[src/rtl/core/aesd_pkg.sv]
// aesd_pkg: types, byte tables and round functions for the aes-128 decrypt core
// no dependencies; used by every module in rtl/core
package aesd_pkg;

	localparam int NumRounds = 10;
	localparam int AddrWidth = 4;
	localparam logic RegKeyLow = 1'b0;
	localparam logic RegKeyHigh = 1'b1;

	typedef struct packed {
		logic [63:0] cipher_high;
		logic [63:0] cipher_low;
	} blk_in_t;

	typedef struct packed {
		logic [63:0] plain_high;
		logic [63:0] plain_low;
	} blk_out_t;

	typedef struct packed {
		logic        en;
		logic        sel;
		logic [63:0] data;
	} key_wr_t;

	localparam logic [0:255][7:0] SBOX = {
		8'h63,8'h7c,8'h77,8'h7b,8'hf2,8'h6b,8'h6f,8'hc5,8'h30,8'h01,8'h67,8'h2b,8'hfe,8'hd7,8'hab,8'h76,
		8'hca,8'h82,8'hc9,8'h7d,8'hfa,8'h59,8'h47,8'hf0,8'had,8'hd4,8'ha2,8'haf,8'h9c,8'ha4,8'h72,8'hc0,
		8'hb7,8'hfd,8'h93,8'h26,8'h36,8'h3f,8'hf7,8'hcc,8'h34,8'ha5,8'he5,8'hf1,8'h71,8'hd8,8'h31,8'h15,
		8'h04,8'hc7,8'h23,8'hc3,8'h18,8'h96,8'h05,8'h9a,8'h07,8'h12,8'h80,8'he2,8'heb,8'h27,8'hb2,8'h75,
		8'h09,8'h83,8'h2c,8'h1a,8'h1b,8'h6e,8'h5a,8'ha0,8'h52,8'h3b,8'hd6,8'hb3,8'h29,8'he3,8'h2f,8'h84,
		8'h53,8'hd1,8'h00,8'hed,8'h20,8'hfc,8'hb1,8'h5b,8'h6a,8'hcb,8'hbe,8'h39,8'h4a,8'h4c,8'h58,8'hcf,
		8'hd0,8'hef,8'haa,8'hfb,8'h43,8'h4d,8'h33,8'h85,8'h45,8'hf9,8'h02,8'h7f,8'h50,8'h3c,8'h9f,8'ha8,
		8'h51,8'ha3,8'h40,8'h8f,8'h92,8'h9d,8'h38,8'hf5,8'hbc,8'hb6,8'hda,8'h21,8'h10,8'hff,8'hf3,8'hd2,
		8'hcd,8'h0c,8'h13,8'hec,8'h5f,8'h97,8'h44,8'h17,8'hc4,8'ha7,8'h7e,8'h3d,8'h64,8'h5d,8'h19,8'h73,
		8'h60,8'h81,8'h4f,8'hdc,8'h22,8'h2a,8'h90,8'h88,8'h46,8'hee,8'hb8,8'h14,8'hde,8'h5e,8'h0b,8'hdb,
		8'he0,8'h32,8'h3a,8'h0a,8'h49,8'h06,8'h24,8'h5c,8'hc2,8'hd3,8'hac,8'h62,8'h91,8'h95,8'he4,8'h79,
		8'he7,8'hc8,8'h37,8'h6d,8'h8d,8'hd5,8'h4e,8'ha9,8'h6c,8'h56,8'hf4,8'hea,8'h65,8'h7a,8'hae,8'h08,
		8'hba,8'h78,8'h25,8'h2e,8'h1c,8'ha6,8'hb4,8'hc6,8'he8,8'hdd,8'h74,8'h1f,8'h4b,8'hbd,8'h8b,8'h8a,
		8'h70,8'h3e,8'hb5,8'h66,8'h48,8'h03,8'hf6,8'h0e,8'h61,8'h35,8'h57,8'hb9,8'h86,8'hc1,8'h1d,8'h9e,
		8'he1,8'hf8,8'h98,8'h11,8'h69,8'hd9,8'h8e,8'h94,8'h9b,8'h1e,8'h87,8'he9,8'hce,8'h55,8'h28,8'hdf,
		8'h8c,8'ha1,8'h89,8'h0d,8'hbf,8'he6,8'h42,8'h68,8'h41,8'h99,8'h2d,8'h0f,8'hb0,8'h54,8'hbb,8'h16
	};

	localparam logic [0:255][7:0] INV_SBOX = {
		8'h52,8'h09,8'h6a,8'hd5,8'h30,8'h36,8'ha5,8'h38,8'hbf,8'h40,8'ha3,8'h9e,8'h81,8'hf3,8'hd7,8'hfb,
		8'h7c,8'he3,8'h39,8'h82,8'h9b,8'h2f,8'hff,8'h87,8'h34,8'h8e,8'h43,8'h44,8'hc4,8'hde,8'he9,8'hcb,
		8'h54,8'h7b,8'h94,8'h32,8'ha6,8'hc2,8'h23,8'h3d,8'hee,8'h4c,8'h95,8'h0b,8'h42,8'hfa,8'hc3,8'h4e,
		8'h08,8'h2e,8'ha1,8'h66,8'h28,8'hd9,8'h24,8'hb2,8'h76,8'h5b,8'ha2,8'h49,8'h6d,8'h8b,8'hd1,8'h25,
		8'h72,8'hf8,8'hf6,8'h64,8'h86,8'h68,8'h98,8'h16,8'hd4,8'ha4,8'h5c,8'hcc,8'h5d,8'h65,8'hb6,8'h92,
		8'h6c,8'h70,8'h48,8'h50,8'hfd,8'hed,8'hb9,8'hda,8'h5e,8'h15,8'h46,8'h57,8'ha7,8'h8d,8'h9d,8'h84,
		8'h90,8'hd8,8'hab,8'h00,8'h8c,8'hbc,8'hd3,8'h0a,8'hf7,8'he4,8'h58,8'h05,8'hb8,8'hb3,8'h45,8'h06,
		8'hd0,8'h2c,8'h1e,8'h8f,8'hca,8'h3f,8'h0f,8'h02,8'hc1,8'haf,8'hbd,8'h03,8'h01,8'h13,8'h8a,8'h6b,
		8'h3a,8'h91,8'h11,8'h41,8'h4f,8'h67,8'hdc,8'hea,8'h97,8'hf2,8'hcf,8'hce,8'hf0,8'hb4,8'he6,8'h73,
		8'h96,8'hac,8'h74,8'h22,8'he7,8'had,8'h35,8'h85,8'he2,8'hf9,8'h37,8'he8,8'h1c,8'h75,8'hdf,8'h6e,
		8'h47,8'hf1,8'h1a,8'h71,8'h1d,8'h29,8'hc5,8'h89,8'h6f,8'hb7,8'h62,8'h0e,8'haa,8'h18,8'hbe,8'h1b,
		8'hfc,8'h56,8'h3e,8'h4b,8'hc6,8'hd2,8'h79,8'h20,8'h9a,8'hdb,8'hc0,8'hfe,8'h78,8'hcd,8'h5a,8'hf4,
		8'h1f,8'hdd,8'ha8,8'h33,8'h88,8'h07,8'hc7,8'h31,8'hb1,8'h12,8'h10,8'h59,8'h27,8'h80,8'hec,8'h5f,
		8'h60,8'h51,8'h7f,8'ha9,8'h19,8'hb5,8'h4a,8'h0d,8'h2d,8'he5,8'h7a,8'h9f,8'h93,8'hc9,8'h9c,8'hef,
		8'ha0,8'he0,8'h3b,8'h4d,8'hae,8'h2a,8'hf5,8'hb0,8'hc8,8'heb,8'hbb,8'h3c,8'h83,8'h53,8'h99,8'h61,
		8'h17,8'h2b,8'h04,8'h7e,8'hba,8'h77,8'hd6,8'h26,8'he1,8'h69,8'h14,8'h63,8'h55,8'h21,8'h0c,8'h7d
	};

	function automatic logic [7:0] xt(input logic [7:0] a);
		xt = {a[6:0], 1'b0} ^ (a[7] ? 8'h1b : 8'h00);
	endfunction

	function automatic logic [7:0] gmul(input logic [7:0] a, input logic [3:0] b);
		logic [7:0] a2, a4, a8;
		a2 = xt(a);
		a4 = xt(a2);
		a8 = xt(a4);
		gmul = (b[0] ? a : 8'h00) ^ (b[1] ? a2 : 8'h00) ^ (b[2] ? a4 : 8'h00)
			^ (b[3] ? a8 : 8'h00);
	endfunction

	function automatic logic [127:0] inv_shift_sub(input logic [127:0] s);
		logic [127:0] t;
		t = '0;
		for (int c = 0; c < 4; c++) begin
			for (int r = 0; r < 4; r++) begin
				t[8*(r+4*c) +: 8] = INV_SBOX[s[8*(r+4*((c-r+4)%4)) +: 8]];
			end
		end
		inv_shift_sub = t;
	endfunction

	function automatic logic [127:0] inv_mix(input logic [127:0] s);
		logic [127:0] t;
		logic [7:0] a0, a1, a2, a3;
		t = '0;
		for (int c = 0; c < 4; c++) begin
			a0 = s[32*c +: 8];
			a1 = s[32*c+8 +: 8];
			a2 = s[32*c+16 +: 8];
			a3 = s[32*c+24 +: 8];
			t[32*c +: 8]    = gmul(a0, 4'd14) ^ gmul(a1, 4'd11) ^ gmul(a2, 4'd13) ^ gmul(a3, 4'd9);
			t[32*c+8 +: 8]  = gmul(a0, 4'd9) ^ gmul(a1, 4'd14) ^ gmul(a2, 4'd11) ^ gmul(a3, 4'd13);
			t[32*c+16 +: 8] = gmul(a0, 4'd13) ^ gmul(a1, 4'd9) ^ gmul(a2, 4'd14) ^ gmul(a3, 4'd11);
			t[32*c+24 +: 8] = gmul(a0, 4'd11) ^ gmul(a1, 4'd13) ^ gmul(a2, 4'd9) ^ gmul(a3, 4'd14);
		end
		inv_mix = t;
	endfunction

	function automatic logic [127:0] key_step(input logic [127:0] k, input logic [7:0] rc);
		logic [31:0] t, w0, w1, w2, w3;
		t = {SBOX[k[103:96]], SBOX[k[127:120]], SBOX[k[119:112]], SBOX[k[111:104]] ^ rc};
		w0 = k[31:0] ^ t;
		w1 = k[63:32] ^ w0;
		w2 = k[95:64] ^ w1;
		w3 = k[127:96] ^ w2;
		key_step = {w3, w2, w1, w0};
	endfunction

endpackage

[src/rtl/core/aesd_key_exp.sv]
// aesd_key_exp: key registers and iterative round key schedule, one round key a cycle
// depends on aesd_pkg
module aesd_key_exp (
	input  logic                clk,
	input  logic                arst_n,
	input  aesd_pkg::key_wr_t   wr,
	output logic [63:0]         key_low,
	output logic [63:0]         key_high,
	output logic                expanding,
	output logic [10:0][127:0]  rkeys
);
	import aesd_pkg::*;

	logic [63:0]  key_low_q, key_high_q;
	logic         load_q, run_q;
	logic [3:0]   cnt_q;
	logic [127:0] cur_q, nxt;
	logic [7:0]   rc;
	logic [10:0][127:0] rk_q;

	always_comb begin
		case (cnt_q)
			4'd1:    rc = 8'h01;
			4'd2:    rc = 8'h02;
			4'd3:    rc = 8'h04;
			4'd4:    rc = 8'h08;
			4'd5:    rc = 8'h10;
			4'd6:    rc = 8'h20;
			4'd7:    rc = 8'h40;
			4'd8:    rc = 8'h80;
			4'd9:    rc = 8'h1b;
			4'd10:   rc = 8'h36;
			default: rc = 8'h00;
		endcase
	end

	assign nxt = key_step(cur_q, rc);

	always_ff @(posedge clk or negedge arst_n) begin
		if (!arst_n) begin
			key_low_q  <= '0;
			key_high_q <= '0;
			load_q     <= 1'b1;
			run_q      <= 1'b0;
			cnt_q      <= '0;
		end else begin
			if (wr.en) begin
				if (wr.sel == RegKeyHigh) key_high_q <= wr.data;
				else key_low_q <= wr.data;
			end
			load_q <= wr.en;
			if (load_q) begin
				run_q <= 1'b1;
				cnt_q <= 4'd1;
			end else if (run_q) begin
				cnt_q <= cnt_q + 4'd1;
				if (cnt_q == 4'(NumRounds)) run_q <= 1'b0;
			end
		end
	end

	always_ff @(posedge clk) begin
		if (load_q) begin
			cur_q    <= {key_high_q, key_low_q};
			rk_q[0]  <= {key_high_q, key_low_q};
		end else if (run_q) begin
			cur_q        <= nxt;
			rk_q[cnt_q]  <= nxt;
		end
	end

	assign key_low   = key_low_q;
	assign key_high  = key_high_q;
	assign expanding = load_q | run_q;
	assign rkeys     = rk_q;
endmodule

[config.mk]
export PLATFORM = sky130hd
export DESIGN_NAME = aesd_key_exp
export DESIGN_NICKNAME = d
export VERILOG_FILES = /design/src/rtl/core/aesd_pkg.sv /design/src/rtl/core/aesd_key_exp.sv
export SDC_FILE = /design/constraint.sdc
export NUM_CORES = 2
export LEC_CHECK = 0
export BUFFER_PORTS_ARGS = -buffer_cell sky130_fd_sc_hd__buf_4
export CAP_MARGIN = 40
export CORE_AREA = 5 5 614 616
export DETAILED_ROUTE_END_ITERATION = 16
export DIE_AREA = 0 0 619 621
export SLEW_MARGIN = 5
export SYNTH_ARGS = -nofsm -noshare
export SYNTH_HDL_FRONTEND = slang
export SYNTH_SLANG_ARGS = --single-unit
[constraint.sdc]
create_clock -name clk -period 25.4 [get_ports clk]
set_clock_uncertainty 0.1 [all_clocks]
set_input_delay 5.08 -clock clk [delete_from_list [all_inputs] [get_ports clk]]
set_output_delay 5.08 -clock clk [all_outputs]
set_load 0.02 [all_outputs]
# ---- After elaboration in Yosys (flattened, before gate mapping)
# Memory sizes are Yosys's and may differ from the RTL's.
# Cells that the tools add are included.
dict set report word_totals {
  ff_bits 1670
  rom_bits 8320
  inputBits 68
  out_inout_bits 1537
  wordCells 67
  memories 5
}
dict set report classes {
  n_addsub 1
  n_lt_le_gt_ge 6
  n_eq_ne 1
  muxes 20
  n_bitwise 12
  reduce_logical 5
}
# name words width read_ports rd_ports_with_merged_regs wr line
set mem_list {}
lappend mem_list {{(name not given)} 256 8 1 0 0 aesd_pkg.sv:107} ;# t = {SBOX[k[103:96]], SBOX[k[127:120]], SBOX[k[119:112]], SBOX[k[111:104]] ^ rc};
lappend mem_list {{(name not given)} 256 8 1 0 0 aesd_pkg.sv:107}
lappend mem_list {{(name not given)} 256 8 1 0 0 aesd_pkg.sv:107}
lappend mem_list {{(name not given)} 256 8 1 0 0 aesd_pkg.sv:107}
lappend mem_list {{(name not given)} 16 8 1 0 0 aesd_key_exp.sv:22} ;# case (cnt_q)
# op count
set op_table {}
lappend op_table {{1408-bit bitwise mux} 1}
lappend op_table {{128-bit two-way mux} 5}
lappend op_table {{128-bit demux with 4-bit select} 1}
lappend op_table {{32-bit XOR} 4}
lappend op_table {{8-bit two-way mux} 8}
lappend op_table {{9-bit >= comparator, second input constant} 4}
lappend op_table {{8-bit inverter with 9-bit output} 4}
lappend op_table {{4-bit two-way mux} 2}
lappend op_table {{8-bit XOR} 1}
lappend op_table {{2-bit AND reduction} 3}
lappend op_table {{4-bit by 5-bit < comparator with 1-bit output, second input constant} 1}
lappend op_table {{4-bit by 1-bit adder with 4-bit output, second input constant} 1}
lappend op_table {{4-bit equality test, second input constant} 1}
lappend op_table {{4-bit by 1-bit >= comparator with 1-bit output, second input constant} 1}
lappend op_table {{1-bit two-way mux} 3}
lappend op_table {{1-bit inverter} 2}
lappend op_table {{2-bit nonzero test} 1}
lappend op_table {{1-bit logical AND} 1}
lappend op_table {{1-bit bitwise OR} 1}

# ---- Logic depth before layout (Yosys ltp)
dict set report logic_depth {
  depth_word 12
  ltp_mapped 16
  depth_no_buf 12
}

# ---- Worst setup path before layout
# OpenSTA, ideal clock, no wires.
dict set report synth_path {
  kind {register -> register}
  startpoint {reg load_q}
  endpoint {reg rk_q (netlist bit rkeys[1152]), enable pin}
  setup_ns 0.772
  arrival_ns 9.690
  required_time_ns 24.528
  slack_ns 14.838
  path_stages_with_launch 6
  path_buffers 2
  synth_period_minus_slack_ns 10.562
  path_cell_list {dfstp_2 > clkbuf_1 > inv_1 > clkbuf_1 > nand2_1 > nor3_1}
}
dict set report synth_via {
  elab_chain_len 2
}
# item line
set synth_rtl {}
lappend synth_rtl {{from (decl)} aesd_key_exp.sv:15} ;# logic load_q, run_q;
lappend synth_rtl {{from (signal assigned)} aesd_key_exp.sv:51} ;# load_q <= wr.en;
lappend synth_rtl {{1-bit inverter (no line)} --}
lappend synth_rtl {{2-bit AND reduction (no line)} --}
lappend synth_rtl {{to (signal, indexed assignment)} aesd_key_exp.sv:68} ;# rk_q[cnt_q] <= nxt;
lappend synth_rtl {{to (decl)} aesd_key_exp.sv:19} ;# logic [10:0][127:0] rk_q;
# Every way passes these cells.
# A chain may end at the register's enable or synchronous reset.

# ---- Final worst setup path
dict set report layout_path {
  startpoint {reg load_q}
  endpoint {out expanding}
}
dict set report layout_via {
  elab_chain_len 1
}
# item line
set layout_rtl {}
lappend layout_rtl {{1-bit bitwise OR} aesd_key_exp.sv:74} ;# assign expanding = load_q | run_q;
lappend layout_rtl {{to (decl)} aesd_key_exp.sv:9} ;# output logic expanding,
# Every way passes these cells.

==> flow_results.org <==
** Worst setup path
- Critical Path End Type :: output pin
- Grouping stages by cell kind, the critical path spends the most delay in flip-flops.
- Biggest fanout along the worst timing path :: 42
- Classification of the worst setup path :: reg -> out
- The worst register-to-register path has a setup slack of 19.14 ns.
- On the critical path, the stage with the largest delay is an instance of dfstp_4.
- Required time worst endpoint :: 20.22 ns
- Arrival time worst endpoint :: 2.88 ns
- STA classifies the critical path startpoint as a flop.
- Sequence of cells on the critical path :: nor2_1, inv_8, buf_4
- Buffers plus inverters on the worst setup path :: 2
- Largest incremental delay on the critical path :: 0.96 ns

** Layout
- Final nets :: 6541
- Post-route standard cell area excluding fillers :: 0.0955 mm²
- Once layout is complete, the cells apart from fillers number 11.6k.
- Area growth syn-to-layout :: 37.2%
- Fraction of layout cells with a size suffix above 1 :: 0.380

** Synth
- Yosys synthesis warning count :: 0
- Synth Instances :: 4685
- After synthesis, the cell types taking the most area are edfxtp_1, dfrtp_1, mux2_2.
- Of the synthesized area, sequential elements account for 0.711.
- Sorting the synthesized cells by how often they occur yields edfxtp_1, nand2_1, o21ai_0, mux2_2, a21oi_1.
- Fraction of registers with async set/reset :: 0.0802
- The largest total area in the synthesized netlist belongs to edfxtp_1.
- Number of register bits inferred by synthesis :: 1670
- The average instance in the mapped netlist occupies 14.9 µm².
- Net count after synthesis :: approximately 4.8k
- Post-synth top area share :: 0.663
- Primary flip-flop cell chosen by synthesis mapping :: edfxtp_1
- Synth cell types :: 101
- In this run, synthesis inferred 1536 flip-flops with an integrated enable.
- Most common cell in the netlist :: edfxtp_1
- The mapped netlist covers 0.0696 mm².

** Job
- Max-cap violations in this run came to 0.

** Place
- Once detailed placement completed, the half-perimeter wirelength came to 289000 µm.
- Count of port buffers added during placement :: 1604
- Counting tap cells, the placed design contains a total of 11.2k instances.
- Routability congestion estimate from global placement :: 0.932
- The placed instances occupy a cell area of between 0.08 and 0.09 mm².

** Clock tree
- Sinks on the clock net :: around 1.7k
- Setup bufs post-CTS :: 0
- Root cell of the clock tree :: clkbuf_16
- Clock-pin slew was measured on the worst setup and hold paths at 0.07 ns.
- Total of cells resized after clock tree synthesis :: 0
- TritonCTS built the clock tree.
- The later pin in the worst-skew pair is clocked with a latency of around 0.90 ns.
- For this design, the CTS-stage hold fixing added 0 buffers.
- The longest clock path from root to sink contains 4 buffers.
- Number of levels the H-tree was split into :: 4
- Buffers inserted during clock tree synthesis total 191.

** STA
- Slew at the pin with the worst max-slew slack :: 0.928 ns
- In the final timing run, aggregate negative setup slack is 0 ns.
- In this run the tightest slew margin relative to its limit is 0.381.
- Final Hold Vio Count :: 0
- Setup repair after global routing left no endpoint under its margin.
- Final-report setup violation count :: 0
- Number of pins exceeding their max-slew limit in the final report :: 0
- Highest Clock Rate :: 124 MHz
- Minimum clock period :: 8.06 ns
- Period Utilization, post-route :: 0.317

** Global routing
- First-pass GRT wire length :: 502000 µm
- Entering global routing, the biggest net connects 85 pins.
- After global routing the overflow that remains totals 0.
- Number of antenna violations at the first check in global routing :: 92
- For this run, the total global-route usage over all layers was measured as 0.191.
- Vias in the first global route :: between 50k and 60k

** Floorplan
- DIE WIDTH :: 619 µm
- After floorplanning, the core was divided into around 220 placement rows.
- Top Ports :: around 1.6k
- The core region is 0.371 mm².
- The die covers 0.384 mm².
- Starting density of the core :: 0.188
- Overall die height :: between 600 and 700 µm

** Routing
- In the routed design, unresolved DRC markers number 0.
- Summing over every cut layer, the via total after detailed routing is 52.6k.
- Vias per cell :: 4.55
- Wires add up to around 390000 µm.
- For this block, the initial DRC count from the detailed router was 5682.
- The first detailed-routing pass ran for 9 iterations.
- In this run the remaining antenna-violating nets after routing total 0.
- In the final routed layout, each cell accounts on average for 33.5 µm.

** Worst hold path
- Hold/Removal Path Class :: reg -> reg

** Run status
- Status :: finished clean
-- worst paths after layout --
| kind | start | endpoint | cells after the start |
|---|---|---|---|
| max in group asynchronous | arst_n | key_low[17] | 3 |
| max reg2reg | cur_q[97] | cur_q[94] | 12 |
| min | key_high[3] | key_high[3] | 1 |
| min reg2reg | key_high[3] | key_high[3] | 1 |
| min in group asynchronous | arst_n | key_low[5] | 1 |
| max | load_q | expanding | 3 |
-- metal layers --
layer / global-route usage / wire length, µm / part of all wire / vias to the layer above
li1: - / - / - / 21542
met1: 0.239 / 155000 / 0.40 / 27405
met2: 0.320 / 185000 / 0.48 / 3079
met3: 0.0392 / 28800 / 0.074 / 595
met4: 0.0780 / 18700 / 0.048 / 28
met5: 0 / 204 / 0.00053 / -
-- metrics by stage --
step,util,setup WS (ns),hold slack (ns)
after global placement,0.238,17.89,0.407
after detailed placement,0.240,18.08,0.421
after global routing,0.257,17.20,0.455
after CTS,0.257,17.17,0.433
final,0.258,17.34,0.437
after floorplan,-,14.84,0.448
-- area by class of cell --
type,count,area (µm²)
fillers,38301,275000
flip-flops and latches,1670,49500
multi-input cells,2569,18500
repair buffers,1858,14400
well taps,4972,6220
clock buffers,229,4960
clock inverters,123,1380
inverters,122,470
diodes,27,67.6
-- registers in the layout, summed over array words and instances, names as in the netlist --
register,cells
rkeys,1408
key_high,64
key_low,64
cnt_q,4
cur_q,128
load_q,1
run_q,1
-- kinds of logic (layout without fill, tap and decap cells) --
group | count (synthesis) | count (layout) | synth area share
mux | 260 | 260 | 0.0442
xor+xnor | 185 | 185 | 0.0296
compound gates | 1049 | 1049 | 0.103
other cells | 0 | 27 | 0
simple gates | 1014 | 1014 | 0.0736
buf+inv | 446 | 2332 | 0.0282
fa+ha+maj | 61 | 61 | 0.0110
flops | 1670 | 1670 | 0.711
-- cell usage in the layout, fill, tap and decap left out, drive strengths merged, types with 19 or more instances in the layout --
cell,netlist,layout
buf,162,1858
edfxtp,1536,1536
o21ai,289,289
nand2,279,279
clkbuf,162,229
mux2,197,197
a21oi,171,171
nor2,171,171
inv,118,144
dfrtp,133,133
nor2b,113,113
nand2b,113,113
xnor2,108,108
nand3,85,85
nor3,80,80
clkinv,4,72
ha,61,61
xor2,61,61
a31oi,57,57
a211oi,50,50
o211ai,49,49
mux2i,45,45
o311ai,45,45
a311oi,39,39
and2,37,37
a22o,35,35
or2,32,32
o22ai,30,30
diode,0,27
a2111oi,26,26
and3,26,26
o31ai,23,23
a21o,22,22
a221oi,22,22
bufinv,0,19
Power is left out: the tool's default activity adds up to more than one toggle a clock period on the data nets, which glitch-free logic cannot reach.
